$ cat src/hdl/hkrd_pkg.sv
`timescale 1ns / 1ps
`default_nettype none
// ----------------------------------------------------------------------------
// hkrd_pkg
// shared constants, command word and modifier order for the report differ
// ----------------------------------------------------------------------------
package hkrd_pkg;

  localparam int KEY_SLOTS_DEF = 6;
  localparam int REPORT_KEYS   = 6;
  localparam int KEY_IDX_W     = 3;
  localparam int MOD_BITS      = 8;
  localparam int STEP_W        = 4;

  localparam logic [4:0] MOD_CODE_BASE = 5'b11100;

  typedef struct packed {
    logic              load;
    logic              clear;
    logic              do_mod;
    logic              do_key;
    logic              do_rel;
    logic              flush;
    logic [STEP_W-1:0] step;
  } cmd_t;

  // report order of modifier bits: lshift, rshift, lalt, ralt, lctrl, rctrl, lgui, rgui
  function automatic logic [2:0] mod_bit(input logic [2:0] idx);
    logic [2:0] b;
    unique case (idx)
      3'd0:    b = 3'd1;
      3'd1:    b = 3'd5;
      3'd2:    b = 3'd2;
      3'd3:    b = 3'd6;
      3'd4:    b = 3'd0;
      3'd5:    b = 3'd4;
      3'd6:    b = 3'd3;
      default: b = 3'd7;
    endcase
    return b;
  endfunction

endpackage
`default_nettype wire

$ cat src/hdl/hkrd_ctrl.sv
`timescale 1ns / 1ps
`default_nettype none
// ----------------------------------------------------------------------------
// hkrd_ctrl
// phase sequencer: modifiers, report keys, tracked slots, final flush
// ----------------------------------------------------------------------------
module hkrd_ctrl
  import hkrd_pkg::*;
#(
  parameter int KEY_SLOTS = KEY_SLOTS_DEF
) (
  input  wire  clk_i,
  input  wire  rst_ni,
  input  wire  start_i,
  input  wire  keyboard_present_i,
  output logic busy_o,
  output cmd_t cmd_o
);

  typedef enum logic [4:0] {
    ST_IDLE  = 5'b00001,
    ST_MODS  = 5'b00010,
    ST_KEYS  = 5'b00100,
    ST_RELS  = 5'b01000,
    ST_FLUSH = 5'b10000
  } state_e;

  state_e            state_q, state_d;
  logic [STEP_W-1:0] step_q, step_d;
  logic              accept;

  assign accept = start_i && (state_q == ST_IDLE);

  always_comb begin
    state_d = state_q;
    step_d  = step_q + STEP_W'(1);
    unique case (state_q)
      ST_IDLE: begin
        step_d = '0;
        if (accept && keyboard_present_i) state_d = ST_MODS;
      end
      ST_MODS: begin
        if (step_q == STEP_W'(MOD_BITS - 1)) begin
          state_d = ST_KEYS;
          step_d  = '0;
        end
      end
      ST_KEYS: begin
        if (step_q == STEP_W'(REPORT_KEYS - 1)) begin
          state_d = ST_RELS;
          step_d  = '0;
        end
      end
      ST_RELS: begin
        if (step_q == STEP_W'(KEY_SLOTS - 1)) begin
          state_d = ST_FLUSH;
          step_d  = '0;
        end
      end
      ST_FLUSH: begin
        state_d = ST_IDLE;
        step_d  = '0;
      end
      default: begin
        state_d = ST_IDLE;
        step_d  = '0;
      end
    endcase
  end

  always_ff @(posedge clk_i or negedge rst_ni) begin
    if (!rst_ni) begin
      state_q <= ST_IDLE;
      step_q  <= '0;
    end else begin
      state_q <= state_d;
      step_q  <= step_d;
    end
  end

  assign busy_o        = (state_q != ST_IDLE);
  assign cmd_o.load    = accept && keyboard_present_i;
  assign cmd_o.clear   = accept && !keyboard_present_i;
  assign cmd_o.do_mod  = (state_q == ST_MODS);
  assign cmd_o.do_key  = (state_q == ST_KEYS);
  assign cmd_o.do_rel  = (state_q == ST_RELS);
  assign cmd_o.flush   = (state_q == ST_FLUSH);
  assign cmd_o.step    = step_q;

`ifndef NO_ASSERTIONS
  a_load_starts_mods: assert property (@(posedge clk_i) disable iff (!rst_ni)
    cmd_o.load |=> (state_q == ST_MODS) && (step_q == '0))
    else $error("load did not enter modifier phase at step zero");
  a_clear_stays_idle: assert property (@(posedge clk_i) disable iff (!rst_ni)
    cmd_o.clear |=> !busy_o)
    else $error("absent keyboard report made the block busy");
  a_flush_ends: assert property (@(posedge clk_i) disable iff (!rst_ni)
    (state_q == ST_FLUSH) |=> !busy_o)
    else $error("flush not followed by idle");
`endif

endmodule
`default_nettype wire

$ cat src/hdl/hkrd_datapath.sv
`timescale 1ns / 1ps
`default_nettype none
// ----------------------------------------------------------------------------
// hkrd_datapath
// report registers, key slot table, event candidate logic and output stage
// ----------------------------------------------------------------------------
module hkrd_datapath
  import hkrd_pkg::*;
#(
  parameter int KEY_SLOTS = KEY_SLOTS_DEF
) (
  input  wire        clk_i,
  input  wire        rst_ni,
  input  cmd_t       cmd_i,
  input  wire  [7:0] modifier_bits_i,
  input  wire  [2:0] key_count_i,
  input  wire  [7:0] key_a_i,
  input  wire  [7:0] key_b_i,
  input  wire  [7:0] key_c_i,
  input  wire  [7:0] key_d_i,
  input  wire  [7:0] key_e_i,
  input  wire  [7:0] key_f_i,
  output logic       result_valid_o,
  output logic       pressed_o,
  output logic [7:0] code_o,
  output logic       last_o
);

  localparam int SLOT_W = (KEY_SLOTS > 1) ? $clog2(KEY_SLOTS) : 1;

  logic [7:0] mods_q, changed_q, prev_q;
  logic [2:0] cnt_q;
  logic [7:0] keys_q  [REPORT_KEYS];
  logic [7:0] slots_q [KEY_SLOTS];

  logic       pend_v_q, pend_p_q;
  logic [7:0] pend_c_q;
  logic       strobe_q, pressed_q, last_q;
  logic [7:0] code_q;

  logic [2:0]        mb;
  logic [7:0]        key_k, slot_k;
  logic              key_in_cnt, known, free_found, held;
  logic [SLOT_W-1:0] free_idx, rel_idx;
  logic              cand_v, cand_p;
  logic [7:0]        cand_c;
  logic              ins_en, rel_en;

  assign mb      = mod_bit(cmd_i.step[2:0]);
  assign key_k   = keys_q[cmd_i.step[KEY_IDX_W-1:0]];
  assign rel_idx = cmd_i.step[SLOT_W-1:0];
  assign slot_k  = slots_q[rel_idx];
  assign key_in_cnt = (cmd_i.step < {1'b0, cnt_q});

  // parallel compares against the whole slot table, first free slot wins
  always_comb begin
    known      = 1'b0;
    free_found = 1'b0;
    free_idx   = '0;
    for (int j = KEY_SLOTS - 1; j >= 0; j--) begin
      if (slots_q[j] == key_k) known = 1'b1;
      if (slots_q[j] == 8'd0) begin
        free_found = 1'b1;
        free_idx   = SLOT_W'(j);
      end
    end
  end

  always_comb begin
    held = 1'b0;
    for (int i = 0; i < REPORT_KEYS; i++) begin
      if ((KEY_IDX_W'(i) < cnt_q) && (keys_q[i] == slot_k)) held = 1'b1;
    end
  end

  assign ins_en = cmd_i.do_key && key_in_cnt && (key_k != 8'd0) && !known && free_found;
  assign rel_en = cmd_i.do_rel && (slot_k != 8'd0) && !held;

  always_comb begin
    cand_v = 1'b0;
    cand_p = 1'b0;
    cand_c = 8'd0;
    priority if (cmd_i.do_mod) begin
      cand_v = changed_q[mb];
      cand_p = mods_q[mb];
      cand_c = {MOD_CODE_BASE, mb};
    end else if (ins_en) begin
      cand_v = 1'b1;
      cand_p = 1'b1;
      cand_c = key_k;
    end else if (rel_en) begin
      cand_v = 1'b1;
      cand_p = 1'b0;
      cand_c = slot_k;
    end
  end

  // report capture
  always_ff @(posedge clk_i) begin
    if (cmd_i.load) begin
      mods_q    <= modifier_bits_i;
      changed_q <= modifier_bits_i ^ prev_q;
      cnt_q     <= (key_count_i == 3'd7) ? 3'(REPORT_KEYS) : key_count_i;
      keys_q[0] <= key_a_i;
      keys_q[1] <= key_b_i;
      keys_q[2] <= key_c_i;
      keys_q[3] <= key_d_i;
      keys_q[4] <= key_e_i;
      keys_q[5] <= key_f_i;
    end
  end

  always_ff @(posedge clk_i or negedge rst_ni) begin
    if (!rst_ni) begin
      prev_q <= 8'd0;
    end else if (cmd_i.load) begin
      prev_q <= modifier_bits_i;
    end
  end

  // slot table
  always_ff @(posedge clk_i or negedge rst_ni) begin
    if (!rst_ni) begin
      for (int j = 0; j < KEY_SLOTS; j++) slots_q[j] <= 8'd0;
    end else if (cmd_i.clear) begin
      for (int j = 0; j < KEY_SLOTS; j++) slots_q[j] <= 8'd0;
    end else if (ins_en) begin
      slots_q[free_idx] <= key_k;
    end else if (rel_en) begin
      slots_q[rel_idx] <= 8'd0;
    end
  end

  // one event held back so the final one can be flagged
  always_ff @(posedge clk_i or negedge rst_ni) begin
    if (!rst_ni) begin
      pend_v_q <= 1'b0;
      strobe_q <= 1'b0;
    end else begin
      strobe_q <= 1'b0;
      if (cand_v) begin
        if (pend_v_q) strobe_q <= 1'b1;
        pend_v_q <= 1'b1;
      end else if (cmd_i.flush && pend_v_q) begin
        strobe_q <= 1'b1;
        pend_v_q <= 1'b0;
      end
    end
  end

  always_ff @(posedge clk_i) begin
    if (cand_v) begin
      pend_p_q  <= cand_p;
      pend_c_q  <= cand_c;
      pressed_q <= pend_p_q;
      code_q    <= pend_c_q;
      last_q    <= 1'b0;
    end else if (cmd_i.flush) begin
      pressed_q <= pend_p_q;
      code_q    <= pend_c_q;
      last_q    <= 1'b1;
    end
  end

  assign result_valid_o = strobe_q;
  assign pressed_o      = pressed_q;
  assign code_o         = code_q;
  assign last_o         = last_q;

`ifndef NO_ASSERTIONS
  a_last_from_flush: assert property (@(posedge clk_i) disable iff (!rst_ni)
    (strobe_q && last_q) |-> $past(cmd_i.flush))
    else $error("final word not produced by flush");
  a_flush_empties: assert property (@(posedge clk_i) disable iff (!rst_ni)
    cmd_i.flush |=> !pend_v_q)
    else $error("pending word survived flush");
  a_clear_frees: assert property (@(posedge clk_i) disable iff (!rst_ni)
    cmd_i.clear |=> (slots_q[0] == 8'd0))
    else $error("slot table not cleared");
  a_one_update: assert property (@(posedge clk_i) disable iff (!rst_ni)
    !(ins_en && rel_en))
    else $error("insert and release in one step");
`endif

endmodule
`default_nettype wire

$ cat src/hdl/hid_keyboard_report_differ.sv
`timescale 1ns / 1ps
`default_nettype none
// ----------------------------------------------------------------------------
// hid_keyboard_report_differ
// turns boot keyboard reports into key press and release words
// ----------------------------------------------------------------------------
//
// channel | direction | handshake                     | payload
// --------+-----------+-------------------------------+----------------------------------
// report  | in        | start_i, busy_o               | keyboard_present_i, modifier_bits_i,
//         |           |                               | key_count_i, key_a_i .. key_f_i
// event   | out       | result_valid_o (one cycle)    | pressed_o, code_o, last_o
//
// a present report keeps busy_o high through the step sequence:
//   8 modifier steps, 6 report key steps, KEY_SLOTS slot steps, one flush step;
//   a new report is taken only once busy_o is low again; the step sequencer sets this
// a report with no keyboard clears the slot table in its accept cycle, busy_o stays low
// a word found by a step is held until the next word is found, then leaves in the cycle after;
//   the final word comes out in the cycle after the flush step
// reset clears the slot table, the stored modifiers and the sequencer
// the receiver cannot stall: every word is on the ports for exactly one cycle
//
module hid_keyboard_report_differ
  import hkrd_pkg::*;
#(
  parameter int KEY_SLOTS = KEY_SLOTS_DEF
) (
  input  wire        clk_i,
  input  wire        rst_ni,
  input  wire        start_i,
  output logic       busy_o,
  input  wire        keyboard_present_i,
  input  wire  [7:0] modifier_bits_i,
  input  wire  [2:0] key_count_i,
  input  wire  [7:0] key_a_i,
  input  wire  [7:0] key_b_i,
  input  wire  [7:0] key_c_i,
  input  wire  [7:0] key_d_i,
  input  wire  [7:0] key_e_i,
  input  wire  [7:0] key_f_i,
  output logic       result_valid_o,
  output logic       pressed_o,
  output logic [7:0] code_o,
  output logic       last_o
);

  // command word from sequencer to datapath
  cmd_t cmd;

  hkrd_ctrl #(
    .KEY_SLOTS(KEY_SLOTS)
  ) u_ctrl (
    .clk_i             (clk_i),
    .rst_ni            (rst_ni),
    .start_i           (start_i),
    .keyboard_present_i(keyboard_present_i),
    .busy_o            (busy_o),
    .cmd_o             (cmd)
  );

  // slot table, compares and the held-back output word
  hkrd_datapath #(
    .KEY_SLOTS(KEY_SLOTS)
  ) u_datapath (
    .clk_i          (clk_i),
    .rst_ni         (rst_ni),
    .cmd_i          (cmd),
    .modifier_bits_i(modifier_bits_i),
    .key_count_i    (key_count_i),
    .key_a_i        (key_a_i),
    .key_b_i        (key_b_i),
    .key_c_i        (key_c_i),
    .key_d_i        (key_d_i),
    .key_e_i        (key_e_i),
    .key_f_i        (key_f_i),
    .result_valid_o (result_valid_o),
    .pressed_o      (pressed_o),
    .code_o         (code_o),
    .last_o         (last_o)
  );

endmodule
`default_nettype wire

$ cat config.mk
export PLATFORM = sky130hd
export DESIGN_NAME = hid_keyboard_report_differ
export DESIGN_NICKNAME = d
export VERILOG_FILES = /design/src/hdl/hkrd_pkg.sv /design/src/hdl/hkrd_ctrl.sv /design/src/hdl/hkrd_datapath.sv /design/src/hdl/hid_keyboard_report_differ.sv
export SDC_FILE = /design/constraint.sdc
export NUM_CORES = 1
export LEC_CHECK = 0
export BUFFER_PORTS_ARGS = -buffer_cell sky130_fd_sc_hd__clkbuf_2
export CORE_ASPECT_RATIO = 1.5
export CORE_MARGIN = 1
export CORE_UTILIZATION = 38
export CTS_CLUSTER_DIAMETER = 150
export DETAILED_ROUTE_END_ITERATION = 8
export HOLD_SLACK_MARGIN = 0.02
export SLEW_MARGIN = 40
export SYNTH_ARGS = -nofsm -noshare
export SYNTH_HDL_FRONTEND = slang
export SYNTH_SLANG_ARGS = --single-unit
$ cat constraint.sdc
create_clock -name clk_i -period 4.2 [get_ports clk_i]
set_input_delay 0.42 -clock clk_i [delete_from_list [all_inputs] [get_ports clk_i]]
set_output_delay 0.42 -clock clk_i [all_outputs]
set_load 0.05 [all_outputs]
Yosys cells after proc, flatten, opt, wreduce, memory -nomap -nowiden
Memories as Yosys holds them, arrays and structs flattened. Cells that the tools add are included.

Register bits: 105. Memories kept: 1. RAM bits: 48. Word-level logic and storage cells: 172. Input port bits: 63. Output and inout bits: 12.

Reduce and logical (&&, ||, !) cells: 35. Magnitude comparators: 12. Equality and inequality tests: 31. Bitwise logic cells: 5. Multiplexer cells: 67. Add/subtract/negate cells: 1.

Memories: u_datapath.keys_q (depth 6, bits a word 8, read ports 7, clocked after Yosys merged registers in 0, write ports 6, line hkrd_datapath.sv:33) `logic [7:0] keys_q [REPORT_KEYS];`.

Operators with widths (number): 48-bit 2-to-1 mux (3); 8-bit equality test (12); 8-bit 2-to-1 mux (8); 48-bit bitwise AND (1); 48-bit bitwise mux (1); 8-bit demux with 3-bit select (2); 8-bit zero test (6); 48-bit inverter (1); 1-bit 2-to-1 mux (34); 8-bit binary-select mux with 3-bit select (1); 3-bit 2-to-1 mux (7); 3-bit one-hot mux with 7 select lines (1); 5-bit 2-to-1 mux (4); 5-bit one-hot mux with 4 select lines (1); 1-bit logical AND (18); 8-bit nonzero test (2); 3-bit equality test (second input constant) (4); 4-bit by 3-bit equality test with 1-bit output (second input constant) (2); 4-bit >= comparator (second input constant) (2); 4-bit by 1-bit < comparator with 1-bit output (second input constant) (2); 4-bit 2-to-1 mux (2); 3-bit inverter with 4-bit output (2); 4-bit one-hot mux with 2 select lines (1); 8-bit bitwise XOR (1); 23 further kinds (33).

Longest topological paths before layout
Gate-level depths: netlist of the first run.

Word-level depth: 18. Mapped depth: 15. Mapped depth without buffers: 9.

Modules after synthesis
A second synthesis of the first run with hierarchy kept.

Cell total of the unflattened synthesis: 803. Area, all modules: 8996.1 um^2.

Modules (own cells, without submodules): hkrd_datapath (sequential area each 4023.9 um^2, times used 1, cells an instance 752, area each 8484.4 um^2); hkrd_ctrl (sequential area each 226.5 um^2, times used 1, cells an instance 51, area each 511.7 um^2).

Worst setup path after synthesis of the first run
OpenSTA, ideal clock, no wires.

Kind: register -> register. Start point: register u_ctrl.state_q[2]. End point: register u_datapath.prev_q[0]. Arrival time: 3.859 ns. Slack: 0.210 ns. Library setup time: 0.131 ns. Data required time: 4.069 ns. Clock period less this slack: 3.990 ns. Path buffers: 1. Stages on the path, launching flop included: 6. Cell sequence: dfrtp_1 -> or3_1 -> nor3b_1 -> and3_1 -> clkbuf_1 -> mux2_2.

RTL lines: from (decl) (line hkrd_ctrl.sv:28) `state_e state_q, state_d;`; from (signal assigned) (line hkrd_ctrl.sv:76) `state_q <= state_d;`; to (signal assigned) (line hkrd_datapath.sv:117) `prev_q <= modifier_bits_i;`; to (decl) (line hkrd_datapath.sv:31) `logic [7:0] mods_q, changed_q, prev_q;`.

Worst setup path in the final report of the first run
Start point: register u_ctrl.step_q[0]. End point: register u_datapath.pend_p_q, enable pin.

Longest elaborated chain between the ends: 17. Elaborated cells on any way between the ends: 59. Those cells by class: 1 x order compare; 18 x eq/ne; 21 x mux; 1 x bitwise; 17 x reduce/logical; 1 x memory.

Ends and longest elaborated chain: from (decl) (line hkrd_ctrl.sv:29) `logic [STEP_W-1:0] step_q, step_d;`; from (signal assigned) (line hkrd_ctrl.sv:77) `step_q <= step_d;`; 3-bit inverter with 4-bit output (implied by the code) (line hkrd_datapath.sv:52) `assign slot_k = slots_q[rel_idx];`; 8-bit binary-select mux with 3-bit select (line hkrd_datapath.sv:52); 8-bit 2-to-1 mux (implied by the code) (2 in series) (line hkrd_datapath.sv:52); 8-bit equality test (line hkrd_datapath.sv:72) `if ((KEY_IDX_W'(i) < cnt_q) && (keys_q[i] == slot_k)) held = 1'b1;`; 1-bit logical AND (line hkrd_datapath.sv:72); 1-bit 2-to-1 mux (6 in series) (line hkrd_datapath.sv:72); 1-bit zero test (line hkrd_datapath.sv:77) `assign rel_en = cmd_i.do_rel && (slot_k != 8'd0) && !held;`; 1-bit logical AND (line hkrd_datapath.sv:77); 1-bit 2-to-1 mux (line hkrd_datapath.sv:91) `end else if (rel_en) begin`; 1-bit 2-to-1 mux (line hkrd_datapath.sv:87) `end else if (ins_en) begin`; 1-bit 2-to-1 mux (*) (line hkrd_datapath.sv:83) `priority if (cmd_i.do_mod) begin`; named net u_datapath.cand_v (line hkrd_datapath.sv:45) `logic cand_v, cand_p;`; to (signal assigned) (line hkrd_datapath.sv:153) `pend_p_q <= cand_p;`; to (decl) (line hkrd_datapath.sv:36) `logic pend_v_q, pend_p_q;`.

The timed path passes the listed nets; every way through them passes the cells marked *. The select of a mux whose other input is x is not followed. A chain may end at the register's enable or synchronous reset.

==> reports/metrics.cfg, run 1 <==
[run_status]
status=finished clean

[clock_tree]
tritoncts=built
root_buffer=clkbuf_16
cts_max_level=4
path_clk_slew_ns=0.06
clockBufferDepth=2
post_cts_buffers=0
clock-sinks=153
cts_made_buffers=17
clk_latency_ns=0.43
cts_resized=0
hold_buffers=1

[global_route]
grt_pass1_wl_um=35700
antenna_found_initial=0
grt_max_degree=47
first_global_vias=6289
grt_overflow_total=0
grt_usage_pct=21.7

[yosys]
synth-compound-area-share_pct=14.6
synthAdderAreaFrac_pct=0.897
synth_edf_count=85
synth.avg_cell_area_um2=11.9
ys_types=72
synth_flop_cell=edfxtp_1
syn_nets=773
synth_seq_area_share_pct=50.8
ys_ff_latch=153
synth_top_family_by_area=compound AO/OA/AOI/OAI gates
synth_mux_area_share_pct=7.22
synthArstFlopShare_pct=43.8
synth_area_um2=8370
synth_xor_area_share_pct=10.7
postSynthCellCount=704
synthSimpleGateAreaFrac_pct=12.1
ys_warn_count=0

[place]
io_buffers=74
dp_hpwl_um=17300
place_ws_ns=0.205
gp_congestion=0.926
placed_area_um2=9160
placedCellCount=1041

[pwr]
leakage_nw=3.71
p_per_area_nw_per_um2=671
peakVddDrop_v=0.000498
finalPower_mw=6.53

[sta]
setup_viol=0
period_needed_ns=3.87
tns_ns=0
period_share_pct=92.2
rsz0062_at_grt=false
whs_ns=0.168
fmax_ghz=0.258
setup_ws_ns=0.326
tightest_slew_ns=0.778
hold_viol=0
fin_skew_ns=0.0154
slew_viol_final=0
max_slew_margin_pct=48.0

[worst_setup_path]
path_cells=buf_12, mux2i_1, o21ai_0, a221o_1, nor4_1, a41o_1, or4_1, o21a_4, a21oi_1
required_ns=4.25
critPathArrivalTime_ns=3.93
cp-start-kind=flop
end_kind=flop
crit_path_top_delay_cell=a21oi_1
max_stage_delay_ns=0.64
crit_fanout=24
r2r_slack_ns=0.33
critPathKind=flop to flop

[cells_and_area]
finalNonFillerCells=1074
syn_to_final_growth_pct=16.4
mostFrequentLayoutCell=edfxtp_1
fin_nets=858
fillCellCount=2076
drive_gt1_share_pct=26.1
diodes=0
final_area_um2=9740
most-common-layout-cells=edfxtp_1 (85), clkbuf_2 (73), xnor2_1 (69)
fin_util_pct=45.0

[floorplan]
fp.dieH_um=184
die-area_um2=22600
die_w_um=123
top_level_ports=75
rows=66
start_util_pct=38.7
core_area_um2=21600

[detailed_routing]
drtAntennaViolNets=0
finalWirelength_um=22800
vias=6094
via_per_inst=5.67
drcViolationCount=0
drt_iter0_markers=376
wire_per_inst_um=21.2
firstDrtPassIters=5

[worst_hold_path]
hp-class=input port to flop

[run]
max-cap-violations=0

layer usage:
layer	routed length, um	vias to the layer above	global-route usage (%)
li1	-	2838	-
met1	8730	2973	23.9
met2	11800	217	37.2
met3	973	66	4.59
met4	1280	0	14.0
met5	0	-	0
synth_stat cells, types with 6 or more instances:
library cell / n / area share, %
or3_1: 6 / 0.45
o22ai_2: 9 / 1.3
inv_1: 8 / 0.36
dfrtp_1: 66 / 20
clkbuf_1: 14 / 0.63
nor4_1: 47 / 3.5
nor3_1: 7 / 0.42
mux2i_1: 15 / 1.8
o21ai_0: 17 / 1.0
nor2_1: 20 / 0.90
nand2_1: 34 / 1.5
a22o_1: 8 / 0.84
mux2_2: 31 / 4.2
xnor2_1: 69 / 7.2
buf_4: 7 / 0.63
xor2_1: 33 / 3.5
a21oi_1: 21 / 1.3
nand4_1: 13 / 0.97
buf_2: 17 / 1.0
edfxtp_1: 85 / 31
a22oi_1: 7 / 0.63
nand3_1: 10 / 0.60
o21a_1: 37 / 3.3
mux2_1: 6 / 0.81
o21ai_2: 6 / 0.63
and3b_1: 7 / 0.73
buf_6: 6 / 0.81
a222oi_1: 7 / 0.84
ha_1: 6 / 0.90
logic make-up after synthesis:
logic type                 after synthesis
and+or+nand+nor                        178
AOI/OAI and AO/OA                      154
DFF                                    153
xor gates and xnor gates               102
buffers and inverters                   57
muxes                                   54
adders and majority gates                6
sequential cells by signal (all words and copies together), names as in the netlist, 3 cells and up:
| name | count |
|---|---|
| u_datapath.slots_q | 48 |
| u_ctrl.state_q | 5 |
| u_datapath.code_o | 8 |
| u_datapath.cnt_q | 3 |
| u_datapath.mods_q | 8 |
| u_datapath.pend_c_q | 8 |
| u_datapath.keys_q | 48 |
| u_ctrl.step_q | 4 |
| u_datapath.changed_q | 8 |
| u_datapath.prev_q | 8 |
area by class of cell:
| cell class | instances | area [um2] | area share (%) |
|---|---|---|---|
| sequential | 153 | 4250 | 43.7 |
| multi-input combinational | 494 | 3820 | 39.2 |
| timing repair buffer | 112 | 723 | 7.43 |
| clock buffer | 19 | 443 | 4.55 |
| tap | 272 | 340 | 3.49 |
| clock inverter | 13 | 121 | 1.25 |
| inverter | 11 | 42.5 | 0.437 |
where the power goes:
group          internal (mW)  total, mW  switching, mW
Sequential              2.00       2.34          0.336
Combinational           1.10       2.75           1.66
Clock                  0.834       1.44          0.610
worst paths after layout:
| check | start | to | cells after the start |
|---|---|---|---|
| max in group asynchronous | rst_ni | u_datapath.slots_q[12] | 3 |
| min | key_a_i[5] | u_datapath.keys_q[0][5] | 1 |
| max reg2reg | u_ctrl.step_q[0] | u_datapath.pend_p_q | 9 |
| min in group asynchronous | rst_ni | u_datapath.result_valid_o | 2 |
| min reg2reg | u_datapath.pend_c_q[6] | u_datapath.code_o[6] | 0 |
| max | u_ctrl.step_q[0] | u_datapath.pend_p_q | 9 |
critical path, delay by kind of cell, from the launching register on:
kind	cells	cell delay (ns)
mux	1	0.12
buf+inv	1	0.19
simple gates	2	0.68
flops	1	0.47
compound gates	5	2.02
No activity file was read; power rests on OpenSTA's default activity.
==> inputs of run 2 (changes only) <==
- SETUP_SLACK_MARGIN: unset -> 0.4
==> reports/metrics.cfg, run 2 (same netlist as run 1, synthesis figures left out) <==
[run_status]
status=finished clean

[clock_tree]
cts_made_buffers=17  ; unchanged
root_buffer=clkbuf_16
hold_buffers=0  ; -1
post_cts_buffers=0  ; unchanged
clockBufferDepth=2  ; unchanged
tritoncts=built
path_clk_slew_ns=0.06  ; about the same
clk_latency_ns=0.43  ; about the same
cts_max_level=4  ; unchanged
clock-sinks=153  ; unchanged

[cells_and_area]
register_area_um2=4250  ; about the same
fin_nets=859  ; +0.12%
drive_gt1_share_pct=26.8  ; +0.71 points
most-common-layout-cells=edfxtp_1 (85), clkbuf_2 (73), xnor2_1 (69)
syn_to_final_growth_pct=17.1
multi_input_area_um2=3850  ; +0.85%
mostFrequentLayoutCell=edfxtp_1
fillCellCount=2038  ; -1.8%
reg.largest.list=u_datapath.keys_q (48), u_datapath.slots_q (48)
fin_util_pct=45.3  ; +0.28 points
diodes=0  ; unchanged

[global_route]
grt_max_degree=68  ; +45%
first_global_vias=6193  ; -1.5%
grt_pass1_wl_um=35100  ; -1.7%
grt_overflow_total=0  ; unchanged
antenna_found_initial=0  ; unchanged
grt_usage_pct=21.3  ; -0.43 points

[floorplan]
die_w_um=123  ; unchanged
die-area_um2=22600  ; unchanged
top_level_ports=75  ; unchanged
fp.dieH_um=184  ; unchanged
core_area_um2=21600  ; unchanged
start_util_pct=38.7  ; unchanged
rows=66  ; unchanged

[sta]
slew_viol_final=0  ; unchanged
fmax_ghz=0.278  ; +7.8%
period_needed_ns=3.59  ; -0.280 ns
fin_skew_ns=0.00878  ; -0.00666 ns
hold_viol=0  ; unchanged
max_slew_margin_pct=47.8  ; -0.26 points
tightest_slew_ns=0.781  ; +0.00381 ns
rsz0062_at_grt=false
period_share_pct=85.6  ; -6.7 points
tns_ns=0  ; unchanged
setup_viol=0  ; unchanged

[worst_setup_path]
required_ns=4.34  ; +0.09 ns
crit_path_top_delay_cell=o21a_1
end_kind=flop
critPathKind=flop to flop
max_stage_delay_ns=0.51  ; -0.13 ns
crit_fanout=34  ; +42%
cp-start-kind=flop
critPathArrivalTime_ns=3.73  ; -0.20 ns
path_cells=buf_12, mux2_2, a21oi_1, o21a_1, xnor2_1, nor4_1, nand2_1, o211ai_2, buf_4, o32a_1, o21ai_0

[worst_hold_path]
hp-class=input port to async pin

[pwr]
peakVddDrop_v=0.000360  ; -28%
leakage_nw=3.75  ; +1.0%
p_per_area_nw_per_um2=678  ; +1.1%

[detailed_routing]
drtAntennaViolNets=0  ; unchanged
firstDrtPassIters=7  ; +2
drcViolationCount=0  ; unchanged
drt_iter0_markers=336  ; -11%
vias=6079  ; -0.25%
finalWirelength_um=22500  ; -1.5%
wire_per_inst_um=20.9  ; -1.5%
via_per_inst=5.65  ; -0.34%

[run]
max-cap-violations=0  ; unchanged

[place]
io_buffers=74  ; unchanged
gp_congestion=0.946  ; +2.1%
dp_hpwl_um=16900  ; -2.2%

-- run 2: cell count changes in the layout (fill, tap and decap cells not counted), moves of 2 or more --
cell,before,now
inv_6,3,1
clkinv_2,2,4
bufinv_16,1,4
clkinvlp_4,4,1
buf_4,33,35
buf_12,5,3
-- run 2: worst paths after layout --
check,start,to,slack (ns),depth (start not counted)
hold reg to reg,u_datapath.pend_c_q[6],u_datapath.code_o[6],0.42,0
setup / recovery,u_ctrl.step_q[0],u_datapath.pend_c_q[0],0.61,11
min in group clk_i,key_b_i[0],u_datapath.keys_q[1][0],0.17,1
setup reg to reg,u_ctrl.step_q[0],u_datapath.pend_c_q[0],0.61,11
hold / removal,rst_ni,u_datapath.result_valid_o,0.08,2
max in group asynchronous,rst_ni,u_datapath.slots_q[45],3.64,2
-- run 2: repair_timing --
item                       in CTS  in global routing
setup endpoints to repair      18                 35
pin swaps                       0                  0
resized for setup               2                  6
-- run 2: worst max-delay path: cells and delay by family (launching register included) --
| kind | cells | cell delay [ns] |
|---|---|---|
| compound gates | 5 | 1.28 |
| xor+xnor | 1 | 0.12 |
| buf+inv | 2 | 0.61 |
| flops | 1 | 0.41 |
| mux | 1 | 0.35 |
| simple gates | 2 | 0.52 |
-- run 2: through the flow --
stage | power [mW] | hold WS [ns] | area, um2 | setup WS [ns] | std cells
floorplan | 4.25 | 0.124 | 8370 | 0.585 | 704
global placement | 5.03 | 0.405 | 9150 | 0.344 | 1043
detailed placement | 5.04 | 0.407 | 9150 | 0.304 | 1043
CTS | 6.64 | 0.107 | 9770 | 0.413 | 1075
global route | 7.01 | 0.136 | 9800 | 0.409 | 1075
finish | 6.64 | 0.0777 | 9800 | 0.605 | 1075
-- run 2: metal layers --
| layer | share of wire, % | wire (um) | global-route usage [%] |
|---|---|---|---|
| met3 | 4.4 | 987 | 4.50 |
| met4 | 6.2 | 1390 | 15.0 |
| met2 | 51 | 11500 | 35.7 |
| met1 | 38 | 8610 | 23.6 |
| met5 | 0 | 0 | 0 |
-- run 2: cell type report --
type                    count  share of cell area (%)
well taps                 272                    3.47
inverters                  11                   0.434
flip-flops and latches    153                    43.4
clock buffers              19                    4.42
multi-input cells         494                    39.3
clock inverters            13                    1.80
repair buffers            113                    7.19
-- run 2: report_power, final --
group | internal [mW] | switching (mW)
clock network | 0.989 | 0.590
logic | 1.10 | 1.63
registers | 2.00 | 0.337
total | 4.09 | 2.55
==> inputs of run 3 (changes only) <==
- ABC_AREA: unset -> 1
==> reports/metrics.cfg, run 3 <==
[run_status]
status=finished clean

[worst_setup_path]
required_ns=4.59  ; +0.25 ns
r2r_start=u_ctrl.step_q[2]
crit_fanout=43  ; +26%
critPathLaunch=u_ctrl.step_q[2]
critPathKind=flop to flop
cp-start-kind=flop
end_kind=flop
critPathArrivalTime_ns=4.00  ; +0.27 ns

[sta]
tightest_slew_ns=0.731  ; -0.0506 ns
period_share_pct=86.0  ; +0.40 points
tns_ns=0  ; unchanged
setup_viol=0  ; unchanged
fmax_ghz=0.277  ; -0.47%
max_slew_margin_pct=50.9  ; +3.2 points
rsz0062_at_grt=false
whs_ns=0.141  ; +0.0632 ns
fin_skew_ns=0.0117  ; +0.00290 ns
period_needed_ns=3.61  ; +0.0168 ns
hold_viol=0  ; unchanged
slew_viol_final=0  ; unchanged

[floorplan]
fp.dieH_um=204  ; +11%
start_util_pct=38.9  ; +0.26 points
core_area_um2=26700  ; +23%
rows=73  ; +11%
top_level_ports=75  ; unchanged
die-area_um2=28000  ; +24%
die_w_um=137  ; +11%

[clock_tree]
clock-sinks=153  ; unchanged
path_clk_slew_ns=0.07  ; about the same
clk_latency_ns=0.45  ; +0.02 ns
root_buffer=clkbuf_16
tritoncts=built
clockBufferDepth=2  ; unchanged
cts_made_buffers=17  ; unchanged
cts_max_level=4  ; unchanged

[detailed_routing]
met3_length_um=1880  ; +90%
drcViolationCount=0  ; unchanged
wl_met2_um=17200  ; +50%
drt_iter0_markers=901  ; +170%
vias=9865  ; +62%
met1Wirelength_um=12200  ; +42%
wire_per_inst_um=17.9  ; -14%
top_layer_used=met4
drtAntennaViolNets=0  ; unchanged
via_per_inst=5.28  ; -6.7%
finalWirelength_um=33500  ; +49%
firstDrtPassIters=6  ; -1

[place]
io_buffers=74  ; unchanged
dp_hpwl_um=25700  ; +52%
placed_area_um2=11100  ; +21%
gp_congestion=0.974  ; +3.0%

[pwr]
leakage_nw=5.74  ; +53%
power.share.clock_pct=27.4  ; +3.6 points
power_frac_comb_pct=37.9  ; -3.1 points
peakVddDrop_v=0.000349  ; -2.9%
switchingPower_mw=2.33  ; -8.8%
swShare_pct=41.7  ; +3.3 points
internal_power_mw=3.25  ; -20%
seqPwrFrac_pct=34.7  ; -0.5 points
p_per_area_nw_per_um2=475  ; -30%

[worst_hold_path]
hp-class=input port to flop
min_from=key_a_i[5]

[yosys]
ys_top_cells_by_area=edfxtp_1 (25%), nand2_1 (19%), dfrtp_1 (16%)
synthArstFlopShare_pct=43.8  ; unchanged
ys_warn_count=0  ; unchanged
synth_area_um2=10400  ; +24%
synth_seq_area_share_pct=40.9  ; -9.9 points
synth_flop_cell=edfxtp_1
ys_ff_latch=153  ; unchanged
yosysTopAreaCell=edfxtp_1
synthTopCellsByCount=nand2_1 (512), nand3_1 (158), nor2_1 (152)
synth_edf_count=85  ; unchanged
yosys.area.top_type_share_pct=24.6  ; -5.9 points
yosysMostFrequentCell=nand2_1
syn_nets=1507  ; +95%
ys_types=44  ; -39%
synth.avg_cell_area_um2=7.22  ; -39%
postSynthCellCount=1438  ; +100%

[global_route]
grt_usage_pct=25.2  ; +4.0 points
grt_pass1_wl_um=52100  ; +49%
grt_overflow_total=0  ; unchanged
first_global_vias=9366  ; +51%
antenna_found_initial=0  ; unchanged
grt_max_degree=76  ; +12%

[cells_and_area]
final_area_um2=11700  ; +20%
register_area_um2=4250  ; about the same
syn_to_final_growth_pct=13.1
mostFrequentLayoutCell=nand2_1
reg.largest.list=u_datapath.keys_q (48), u_datapath.slots_q (48)
multi_input_area_um2=5290  ; +38%
fillCellCount=2701  ; +33%
fin_nets=1588  ; +85%
fin_util_pct=44.1  ; -1.2 points
diodes=0  ; unchanged
most-common-layout-cells=nand2_1 (511), nand3_1 (158), nor2_1 (149)
drive_gt1_share_pct=14.8  ; -12 points

[run]
max-cap-violations=0  ; unchanged

run 3: changes by cell type after synthesis, sizes merged, moves of 20 or more:
| cell | delta |
|---|---|
| nor2 | +156 |
| o21ai | +31 |
| inv | +126 |
| nand3 | +152 |
| nand3b | +20 |
| nand4 | +37 |
| nor4 | -44 |
| o21a | -38 |
| mux2 | -38 |
| xnor2 | -69 |
| nand2 | +505 |
run 3: power groups by stage:
stage | Combinational [mW] | Sequential [mW] | Clock (mW)
floorplan | 1.41 | 1.99 | 0
global placement | 2.05 | 1.97 | 0
detailed placement | 2.06 | 1.97 | 0
CTS | 2.07 | 1.94 | 1.57
global route | 2.31 | 1.96 | 1.62
finish | 2.12 | 1.94 | 1.53
run 3: per-stage QoR:
step / total power [mW] / worst slack, ns / instances
floorplan: 3.40 / 0.698 / 1438
CTS: 5.57 / 0.425 / 1865
global placement: 4.02 / 0.416 / 1832
detailed placement: 4.03 / 0.435 / 1832
global route: 5.88 / 0.415 / 1869
finish: 5.58 / 0.588 / 1869
run 3: area by class of cell:
class	instances	area share [%]
clock buffer	18	3.65
clock inverter	14	1.30
inverter	135	4.40
multi-input combinational	1103	45.1
sequential	153	36.2
tap	337	3.59
timing repair buffer	109	5.81
run 3: logic make-up after synthesis:
| logic type | after synthesis | synth area share [%] |
|---|---|---|
| AOI/OAI and AO/OA | 89 | 4.70 |
| adders and majority gates | 6 | 0.723 |
| DFF | 153 | 40.9 |
| and+or+nand+nor | 977 | 42.7 |
| buffers and inverters | 182 | 8.33 |
| xor gates and xnor gates | 31 | 2.61 |
run 3: what timing repair did:
action                                 in CTS  in global routing
resized for setup                           0                  5
buffers inserted                            0                  4
endpoints found under the hold margin      53                  0
hold buffers                                1                  0
setup endpoints to repair                   0                 75
run 3: worst paths after layout:
| kind | end | slack (ns) | cells past startpoint |
|---|---|---|---|
| max | u_datapath.slots_q[34] | 0.59 | 19 |
| min | u_datapath.keys_q[0][5] | 0.14 | 1 |
| max reg2reg | u_datapath.slots_q[34] | 0.59 | 19 |
| min reg2reg | u_datapath.code_o[7] | 0.43 | 0 |
| max in group asynchronous | u_ctrl.step_q[0] | 3.16 | 2 |
| min in group asynchronous | u_datapath.slots_q[14] | 0.56 | 2 |
run 3: metal layers:
layer	GRT usage [%]	vias up
li1	-	4843
met1	27.7	4475
met2	44.2	428
met3	3.65	119
met4	17.3	0
met5	0	-
run 3: critical path, cell delays in order (launching register included):
cell and delay, ns:
dfrtp_1 0.47, buf_4 0.23, nor2_4 0.34, nand2_2 0.18, o21ai_2 0.36, nor2_4 0.11
inv_2 0.19, nand2_1 0.08, nand2_1 0.06, nand2_1 0.04, nor2_1 0.24, nand2_1 0.18
nand2_2 0.13, nor2_4 0.05, nand2_8 0.05, buf_4 0.39, nand3_1 0.12, nand2_1 0.13
nand3_1 0.08, nand2_1 0.07
